==> config.mk <==
export PLATFORM = sky130hd
export DESIGN_NAME = unit_stream_parser_unit
export DESIGN_NICKNAME = d
export VERILOG_FILES = /design/src/hdl/usp_pkg.sv /design/src/hdl/usp_front.sv /design/src/hdl/usp_queue.sv /design/src/hdl/usp_back.sv /design/src/hdl/unit_stream_parser_unit.sv
export VERILOG_INCLUDE_DIRS = /design/src /design/src/hdl
export SDC_FILE = /design/constraint.sdc
export NUM_CORES = 1
export LEC_CHECK = 0
export ABC_CLOCK_PERIOD_IN_PS = 8480
export BUFFER_PORTS_ARGS = -buffer_cell sky130_fd_sc_hd__buf_2
export CAP_MARGIN = 20
export CORE_UTILIZATION = 50
export CTS_BUF_LIST = sky130_fd_sc_hd__clkbuf_8 sky130_fd_sc_hd__clkbuf_16
export CTS_CLUSTER_DIAMETER = 100
export DETAILED_ROUTE_END_ITERATION = 8
export PLACE_DENSITY = 0.67
export SYNTH_ARGS = -nofsm -noshare
export SYNTH_HDL_FRONTEND = slang
export SYNTH_SLANG_ARGS = --single-unit
export TNS_END_PERCENT = 30
==> constraint.sdc <==
create_clock -name aclk -period 8.48 [get_ports aclk]
set_input_delay 1.272 -clock aclk [delete_from_list [all_inputs] [get_ports aclk]]
set_output_delay 1.272 -clock aclk [all_outputs]
set_load 0.01 [all_outputs]
==> src/hdl/unit_stream_parser_unit_defines.svh <==
// Assertion helpers for the parser RTL.
`ifndef UNIT_STREAM_PARSER_UNIT_DEFINES_SVH
`define UNIT_STREAM_PARSER_UNIT_DEFINES_SVH

// Same-cycle implication, disabled while reset is asserted.
`define USP_ASSERT_IMP(lbl, clk, rst_n, ante, cons) \
    lbl: assert property (@(posedge clk) disable iff (!(rst_n)) (ante) |-> (cons)) \
        else $error("usp assertion failed");

// Next-cycle implication, disabled while reset is asserted.
`define USP_ASSERT_NXT(lbl, clk, rst_n, ante, cons) \
    lbl: assert property (@(posedge clk) disable iff (!(rst_n)) (ante) |=> (cons)) \
        else $error("usp assertion failed");

`endif

==> src/hdl/usp_pkg.sv <==
package usp_pkg;

    localparam logic [1:0] KIND_PSET    = 2'd0;
    localparam logic [1:0] KIND_FRAME   = 2'd1;
    localparam logic [1:0] KIND_PAYLOAD = 2'd2;
    localparam logic [1:0] KIND_ERROR   = 2'd3;

    localparam logic [1:0] REG_PSET_CODE  = 2'd0;
    localparam logic [1:0] REG_INTRA_CODE = 2'd1;
    localparam logic [1:0] REG_PRED_CODE  = 2'd2;

    localparam logic [1:0] CODE_PSET_RST  = 2'd0;
    localparam logic [1:0] CODE_INTRA_RST = 2'd1;
    localparam logic [1:0] CODE_PRED_RST  = 2'd2;

    localparam logic [1:0] PFX_TWO_BYTE = 2'b10;
    localparam logic [5:0] PFX_MASK     = 6'h3f;

    localparam int TDATA_W = 120;

    typedef enum logic [6:0] {
        PH_HEADER  = 7'b0000001,
        PH_HEIGHT  = 7'b0000010,
        PH_WIDTH   = 7'b0000100,
        PH_FLAGS   = 7'b0001000,
        PH_QP      = 7'b0010000,
        PH_LENGTH  = 7'b0100000,
        PH_PAYLOAD = 7'b1000000
    } phase_t;

    typedef struct packed {
        logic [1:0] pset_code;
        logic [1:0] intra_code;
        logic [1:0] pred_code;
    } cfg_t;

    typedef struct packed {
        logic [1:0]  kind;
        logic [3:0]  unit_type;
        logic [3:0]  set_id;
        logic [29:0] height;
        logic [29:0] width;
        logic        ec_part;
        logic        adaptive_intra;
        logic [7:0]  qp;
        logic [29:0] payload_length;
        logic [7:0]  payload_byte;
        logic        unit_end;
    } rec_t;

    typedef struct packed {
        logic full;
        logic empty;
    } q_stat_t;

endpackage

==> src/hdl/usp_front.sv <==
module usp_front (
    input  logic           aclk,
    input  logic           aresetn,
    input  logic           s_tvalid,
    output logic           s_tready,
    input  logic [7:0]     s_tdata,
    input  usp_pkg::cfg_t  cfg,
    input  usp_pkg::q_stat_t q_stat,
    output logic           push,
    output usp_pkg::rec_t  rec
);
    import usp_pkg::*;

    phase_t      phase_reg, phase_next;
    logic [3:0]  type_reg, type_next;
    logic [3:0]  id_reg, id_next;
    logic [29:0] acc_reg, acc_next;
    logic [1:0]  left_reg, left_next;
    logic [29:0] height_reg, height_next;
    logic [29:0] width_reg, width_next;
    logic [7:0]  qp_reg, qp_next;
    logic [29:0] pleft_reg, pleft_next;

    logic        accept;
    logic [29:0] feed_acc;
    logic [1:0]  feed_left;
    logic        feed_done;
    logic [3:0]  hdr_type;
    logic [29:0] pleft_dec;

    assign s_tready = !q_stat.full;
    assign accept   = s_tvalid && s_tready;
    assign hdr_type = s_tdata[7:4];
    assign pleft_dec = pleft_reg - 30'd1;

    // adaptive integer: 1, 2 or 4 byte prefix code
    always_comb begin
        if (left_reg == 2'd0) begin
            if (!s_tdata[7]) begin
                feed_acc  = {22'd0, s_tdata};
                feed_left = 2'd0;
                feed_done = 1'b1;
            end else begin
                feed_acc  = {24'd0, s_tdata[5:0] & PFX_MASK};
                feed_left = (s_tdata[7:6] == PFX_TWO_BYTE) ? 2'd1 : 2'd3;
                feed_done = 1'b0;
            end
        end else begin
            feed_acc  = {acc_reg[21:0], s_tdata};
            feed_left = left_reg - 2'd1;
            feed_done = (left_reg == 2'd1);
        end
    end

    always_comb begin
        phase_next  = phase_reg;
        type_next   = type_reg;
        id_next     = id_reg;
        acc_next    = acc_reg;
        left_next   = left_reg;
        height_next = height_reg;
        width_next  = width_reg;
        qp_next     = qp_reg;
        pleft_next  = pleft_reg;
        push        = 1'b0;
        rec         = '0;
        rec.unit_type = type_reg;
        rec.set_id    = id_reg;
        if (accept) begin
            case (phase_reg)
                PH_HEIGHT: begin
                    acc_next  = feed_acc;
                    left_next = feed_left;
                    if (feed_done) begin
                        height_next = feed_acc;
                        phase_next  = PH_WIDTH;
                    end
                end
                PH_WIDTH: begin
                    acc_next  = feed_acc;
                    left_next = feed_left;
                    if (feed_done) begin
                        width_next = feed_acc;
                        phase_next = PH_FLAGS;
                    end
                end
                PH_FLAGS: begin
                    push               = 1'b1;
                    rec.kind           = KIND_PSET;
                    rec.height         = height_reg;
                    rec.width          = width_reg;
                    rec.ec_part        = s_tdata[2];
                    rec.adaptive_intra = s_tdata[0];
                    rec.unit_end       = 1'b1;
                    phase_next         = PH_HEADER;
                end
                PH_QP: begin
                    qp_next    = s_tdata;
                    left_next  = 2'd0;
                    phase_next = PH_LENGTH;
                end
                PH_LENGTH: begin
                    acc_next  = feed_acc;
                    left_next = feed_left;
                    if (feed_done) begin
                        pleft_next         = feed_acc;
                        push               = 1'b1;
                        rec.kind           = KIND_FRAME;
                        rec.qp             = qp_reg;
                        rec.payload_length = feed_acc;
                        rec.unit_end       = (feed_acc == 30'd0);
                        phase_next = (feed_acc == 30'd0) ? PH_HEADER : PH_PAYLOAD;
                    end
                end
                PH_PAYLOAD: begin
                    pleft_next       = pleft_dec;
                    push             = 1'b1;
                    rec.kind         = KIND_PAYLOAD;
                    rec.payload_byte = s_tdata;
                    rec.unit_end     = (pleft_dec == 30'd0);
                    if (pleft_dec == 30'd0) begin
                        phase_next = PH_HEADER;
                    end
                end
                default: begin
                    type_next     = hdr_type;
                    id_next       = s_tdata[3:0];
                    left_next     = 2'd0;
                    rec.unit_type = hdr_type;
                    rec.set_id    = s_tdata[3:0];
                    if (hdr_type == {2'b00, cfg.pset_code}) begin
                        phase_next = PH_HEIGHT;
                    end else if (hdr_type == {2'b00, cfg.intra_code} ||
                                 hdr_type == {2'b00, cfg.pred_code}) begin
                        phase_next = PH_QP;
                    end else begin
                        push         = 1'b1;
                        rec.kind     = KIND_ERROR;
                        rec.unit_end = 1'b1;
                        phase_next   = PH_HEADER;
                    end
                end
            endcase
        end
    end

    always_ff @(posedge aclk) begin
        if (!aresetn) begin
            phase_reg  <= PH_HEADER;
            type_reg   <= '0;
            id_reg     <= '0;
            acc_reg    <= '0;
            left_reg   <= '0;
            height_reg <= '0;
            width_reg  <= '0;
            qp_reg     <= '0;
            pleft_reg  <= '0;
        end else begin
            phase_reg  <= phase_next;
            type_reg   <= type_next;
            id_reg     <= id_next;
            acc_reg    <= acc_next;
            left_reg   <= left_next;
            height_reg <= height_next;
            width_reg  <= width_next;
            qp_reg     <= qp_next;
            pleft_reg  <= pleft_next;
        end
    end

endmodule

==> src/hdl/usp_queue.sv <==
module usp_queue #(
    parameter int DEPTH = 4
) (
    input  logic             aclk,
    input  logic             aresetn,
    input  logic             push,
    input  usp_pkg::rec_t    push_rec,
    input  logic             pop,
    output usp_pkg::rec_t    head_rec,
    output usp_pkg::q_stat_t q_stat
);
    import usp_pkg::*;

    localparam int PW = (DEPTH > 1) ? $clog2(DEPTH) : 1;
    localparam int CW = $clog2(DEPTH + 1);
    localparam logic [PW-1:0] LAST_PTR = PW'(DEPTH - 1);
    localparam logic [CW-1:0] FULL_CNT = CW'(DEPTH);

    rec_t          mem [DEPTH];
    logic [PW-1:0] wr_ptr_reg, wr_ptr_next;
    logic [PW-1:0] rd_ptr_reg, rd_ptr_next;
    logic [CW-1:0] count_reg, count_next;
    logic          do_push, do_pop;

    assign q_stat.full  = (count_reg == FULL_CNT);
    assign q_stat.empty = (count_reg == '0);
    assign do_push      = push && !q_stat.full;
    assign do_pop       = pop && !q_stat.empty;
    assign head_rec     = mem[rd_ptr_reg];

    always_comb begin
        wr_ptr_next = wr_ptr_reg;
        rd_ptr_next = rd_ptr_reg;
        count_next  = count_reg;
        if (do_push) begin
            wr_ptr_next = (wr_ptr_reg == LAST_PTR) ? '0 : wr_ptr_reg + 1'b1;
        end
        if (do_pop) begin
            rd_ptr_next = (rd_ptr_reg == LAST_PTR) ? '0 : rd_ptr_reg + 1'b1;
        end
        if (do_push && !do_pop) begin
            count_next = count_reg + 1'b1;
        end else if (do_pop && !do_push) begin
            count_next = count_reg - 1'b1;
        end
    end

    always_ff @(posedge aclk) begin
        if (do_push) begin
            mem[wr_ptr_reg] <= push_rec;
        end
    end

    always_ff @(posedge aclk) begin
        if (!aresetn) begin
            wr_ptr_reg <= '0;
            rd_ptr_reg <= '0;
            count_reg  <= '0;
        end else begin
            wr_ptr_reg <= wr_ptr_next;
            rd_ptr_reg <= rd_ptr_next;
            count_reg  <= count_next;
        end
    end

endmodule

==> src/hdl/usp_back.sv <==
module usp_back (
    input  logic                        aclk,
    input  logic                        aresetn,
    input  usp_pkg::q_stat_t            q_stat,
    input  usp_pkg::rec_t               head_rec,
    output logic                        pop,
    output logic                        m_tvalid,
    input  logic                        m_tready,
    output logic [usp_pkg::TDATA_W-1:0] m_tdata,
    output logic [1:0]                  m_tuser,
    output logic                        m_tlast
);
    import usp_pkg::*;

    logic valid_reg, valid_next;
    rec_t out_reg;
    logic load;

    assign load       = !valid_reg || m_tready;
    assign pop        = load && !q_stat.empty;
    assign valid_next = load ? !q_stat.empty : valid_reg;

    always_ff @(posedge aclk) begin
        if (!aresetn) begin
            valid_reg <= 1'b0;
        end else begin
            valid_reg <= valid_next;
        end
    end

    always_ff @(posedge aclk) begin
        if (pop) begin
            out_reg <= head_rec;
        end
    end

    assign m_tvalid = valid_reg;
    assign m_tuser  = out_reg.kind;
    assign m_tlast  = out_reg.unit_end;
    assign m_tdata  = {4'd0, out_reg.payload_byte, out_reg.payload_length, out_reg.qp,
                       out_reg.adaptive_intra, out_reg.ec_part, out_reg.width,
                       out_reg.height, out_reg.set_id, out_reg.unit_type};

endmodule

==> src/hdl/unit_stream_parser_unit.sv <==
// Throughput: one stream byte per cycle, sustained while m_tready stays high.
// A result reaches m_ after the byte that completes it is taken: parser step into the
// result queue, then the output register.
// The input stalls only when the QUEUE_DEPTH-entry result queue is full.
// Reset (aresetn low, synchronous): parser expects a header, all held values zero,
// queue empty, type codes back to 0 / 1 / 2.
`include "unit_stream_parser_unit_defines.svh"

module unit_stream_parser_unit #(
    parameter int QUEUE_DEPTH = 4
) (
    input  logic                        aclk,
    input  logic                        aresetn,
    input  logic                        s_tvalid,
    output logic                        s_tready,
    input  logic [7:0]                  s_tdata,  // [7:0] byte_in
    output logic                        m_tvalid,
    input  logic                        m_tready,
    // [3:0] unit_type, [7:4] set_id, [37:8] height, [67:38] width, [68] ec_part,
    // [69] adaptive_intra, [77:70] qp, [107:78] payload_length,
    // [115:108] payload_byte, [119:116] zero
    output logic [usp_pkg::TDATA_W-1:0] m_tdata,
    output logic [1:0]                  m_tuser,  // [1:0] kind
    output logic                        m_tlast,  // unit_end
    input  logic                        cfg_valid,
    output logic                        cfg_ready,
    input  logic [1:0]                  cfg_index,
    input  logic [1:0]                  cfg_wdata
);
    import usp_pkg::*;

    cfg_t    cfg_reg, cfg_next;
    q_stat_t q_stat;
    rec_t    push_rec, head_rec;
    logic    push, pop;

    assign cfg_ready = 1'b1;

    always_comb begin
        cfg_next = cfg_reg;
        if (cfg_valid && cfg_ready) begin
            case (cfg_index)
                REG_PSET_CODE:  cfg_next.pset_code  = cfg_wdata;
                REG_INTRA_CODE: cfg_next.intra_code = cfg_wdata;
                REG_PRED_CODE:  cfg_next.pred_code  = cfg_wdata;
                default: ;
            endcase
        end
    end

    always_ff @(posedge aclk) begin
        if (!aresetn) begin
            cfg_reg.pset_code  <= CODE_PSET_RST;
            cfg_reg.intra_code <= CODE_INTRA_RST;
            cfg_reg.pred_code  <= CODE_PRED_RST;
        end else begin
            cfg_reg <= cfg_next;
        end
    end

    usp_front u_front (
        .aclk     (aclk),
        .aresetn  (aresetn),
        .s_tvalid (s_tvalid),
        .s_tready (s_tready),
        .s_tdata  (s_tdata),
        .cfg      (cfg_reg),
        .q_stat   (q_stat),
        .push     (push),
        .rec      (push_rec)
    );

    usp_queue #(
        .DEPTH (QUEUE_DEPTH)
    ) u_queue (
        .aclk     (aclk),
        .aresetn  (aresetn),
        .push     (push),
        .push_rec (push_rec),
        .pop      (pop),
        .head_rec (head_rec),
        .q_stat   (q_stat)
    );

    usp_back u_back (
        .aclk     (aclk),
        .aresetn  (aresetn),
        .q_stat   (q_stat),
        .head_rec (head_rec),
        .pop      (pop),
        .m_tvalid (m_tvalid),
        .m_tready (m_tready),
        .m_tdata  (m_tdata),
        .m_tuser  (m_tuser),
        .m_tlast  (m_tlast)
    );

    `USP_ASSERT_IMP(a_no_overflow, aclk, aresetn, push, !q_stat.full)
    `USP_ASSERT_IMP(a_error_closes, aclk, aresetn, m_tvalid && m_tuser == KIND_ERROR, m_tlast)
    `USP_ASSERT_IMP(a_pset_closes, aclk, aresetn, m_tvalid && m_tuser == KIND_PSET, m_tlast)
    `USP_ASSERT_NXT(a_push_shows, aclk, aresetn, push, !q_stat.empty)

endmodule
==> run_results.csv <==
group,metric,value,unit
outcome,status,"completed",
critical_path,rr_startpoint,"u_front.phase_reg[6]",
yosys,synth_seq_cells,746,
global_routing,grt_pass1_wl,91300,microns
timing,rsz0062_at_grt,"no",
power_and_ir_drop,total_power,9.78,mW
placement,routabilityCongestion,0.826,
final_layout,final_common_cell,"edfxtp_1",
timing,period_share,52.7,%
clock_tree,cts_tree,"yes",
yosys,avgSynthCellArea,16.0,sq um
min_path,min_path_type,"reg2reg",
timing,tightestPinTransition,1.11,ns
timing,max_clock_freq,224,MHz
clock_tree,cts_resized,0,
critical_path,criticalPathCategory,"reg2reg",
yosys,synth-edff-count,595,
min_path,worstHoldPathCells,2,
global_routing,grt_max_degree,117,
route,met1Wirelength,25000,microns
floorplanning,start_util,50.7,%
global_routing,overflow,0,
run,maxCapViolCount,0,
route,top_layer_used,"met4",
floorplanning,core_area,56600,sq um
critical_path,critPathLaunch,"u_front.phase_reg[6]",
clock_tree,cts.clk_slew.worst_paths,0.06,ns
yosys,synth_area,28700,sq um
global_routing,antenna_found_initial,1,
route,ant_nets,0,
critical_path,startpoint_type,"register",
final_layout,nNetsFinal,1950,
yosys,yosys_warnings,0,
placement,dpl.cell_count,2600,
timing,finalSetupViolations,0,
yosys,ys_seq_area_share,72.8,%
clock_tree,cts_buffer_depth,3,
yosys,ys_types,61,
timing,hold_viol,0,
clock_tree,h-tree-depth,3,
critical_path,cp_max_fo,55,
floorplanning,die_y,242,microns
floorplanning,rows,87,
clock_tree,cts_root_buffer,"clkbuf_16",
route,drtIter0Drc,1374,
timing,setup_tns,0,ns
clock_tree,cts_setup_buffers,0,
clock_tree,clock_latency,0.60,ns
clock_tree,cts-buffers-inserted,76,
clock_tree,cts_sinks,746,
floorplanning,die_width,242,microns
yosys,syn-instance-count,1791,
route,vias_per_cell,5.58,
critical_path,required,8.70,ns
critical_path,critPathCaptureType,"register",
final_layout,largest_register,"u_queue.mem",
placement,dp_hpwl,35200,microns
min_path,min_from,"u_front.pleft_reg[1]",
timing,slew_headroom,25.9,%
clock_tree,cts_hold_buf,0,
floorplanning,io_pins,143,
route,firstDrtPassIters,6,
final_layout,syn2layout_area_growth,13.3,%
power_and_ir_drop,irDropWorstVdd,348,uV
route,wl_met2,29700,microns
final_layout,layout_common_cells,"edfxtp_1, and2_1, dfxtp_1, nand2_1, buf_2",
timing,period_needed,4.47,ns
timing,final_max_slew_viol_count,0,
critical_path,r2r_cells,7,
placement,io_buffers,137,
route,avgRoutedWirePerCell,21.7,microns
floorplanning,die-area,58400,sq um
timing,hold_slack,0.487,ns
route,wl,59600,microns
route,wl_met3,3230,microns
global_routing,first_global_vias,15500,
final_layout,antenna_cells,0,
global_routing,grt_util_all_layers,20.5,%
yosys,synthFlopType,"edfxtp_1",
route,vias,15300,
route,drc,0,
power_and_ir_drop,power_density,300,nW/um^2
final_layout,largest_reg_flops,476,
power_and_ir_drop,p_leak,10.8,nW
yosys,synthArstFlopShare,0,%
critical_path,cp.arrival,4.69,ns
timing,clock_skew,0.0172,ns
final_layout,final_cells,2741,
final_layout,drive_above_1_share,20.7,%
## per-stage QoR
stage,area [sq um],util (%),setup WS [ns]
finish,32500,57.5,4.01
global route,32500,57.5,3.74
CTS,32500,57.4,4.02
detailed placement,30100,53.2,3.41
global placement,30100,53.2,3.45
floorplan,28700,-,2.33
## per-layer routing
| metal | vias up | GRT usage, % |
|---|---|---|
| met5 | - | 0 |
| met4 | 0 | 6.71 |
| met3 | 106 | 3.86 |
| met2 | 461 | 34.5 |
| met1 | 7707 | 27.1 |
| li1 | 7023 | - |
## where the power goes
part / switching, mW / internal, mW / leakage (nW) / total (mW)
sequential: 0.192 / 4.65 / 6.46 / 4.84
combinational: 0.996 / 0.787 / 3.09 / 1.78
clock: 1.33 / 1.83 / 1.26 / 3.15
total: 2.51 / 7.26 / 10.8 / 9.78
## worst paths after layout
path,to,slack [ns]
worst max register to register,u_queue.mem[1][80],4.01
worst max-delay path,u_queue.mem[1][80],4.01
worst min register to register,u_front.pleft_reg[1],0.49
worst min-delay path,u_front.pleft_reg[1],0.49
## cell families after synthesis
group / synth area share, %
and+or+nand+nor: 9.62
muxes: 10.7
AOI/OAI and AO/OA: 4.33
adders and majority gates: 0.418
buffers and inverters: 1.71
DFF: 72.8
xor gates and xnor gates: 0.484
other: 0.0262
## synthesized netlist by cell type, types with 4 or more instances
library cell,count,share of area [%]
buf_4,5,0.13
nor4_1,14,0.31
nand3_1,9,0.16
a21oi_1,35,0.61
nand2_1,141,1.8
nor3b_1,4,0.10
and3_1,14,0.31
nor2_1,72,0.94
edfxtp_1,595,62
ha_1,8,0.35
mux2_2,7,0.27
nand4_1,9,0.20
a21boi_0,22,0.58
o21ai_0,121,2.1
nand3b_1,6,0.16
inv_1,13,0.17
or2_2,4,0.087
nor2b_1,43,0.94
and2_1,156,3.4
xnor2_1,6,0.18
nor3_1,28,0.49
a31oi_1,5,0.11
o22ai_1,4,0.087
clkbuf_1,82,1.1
xor2_1,8,0.24
or3_1,7,0.15
buf_1,17,0.22
dfxtp_1,151,11
mux4_2,119,9.3
mux2i_1,30,1.0
a22oi_1,9,0.24
## critical path: stages, from the launching register on
cell,delay (ns)
dfxtp_1,0.35
nor4_1,0.57
o211ai_1,0.37
nand4_1,0.29
o21ai_0,0.24
a21oi_1,0.62
and2_4,0.87
buf_4,0.77
## layout make-up
cell class,count,area (sq um)
Clock buffer,82,2020
Clock inverter,57,347
Fill cell,4387,24100
Inverter,13,48.8
Multi-Input combinational cell,927,7380
Sequential cell,746,20900
Tap cell,756,946
Timing Repair Buffer,160,893
No activity file was read; power rests on OpenSTA's default activity.
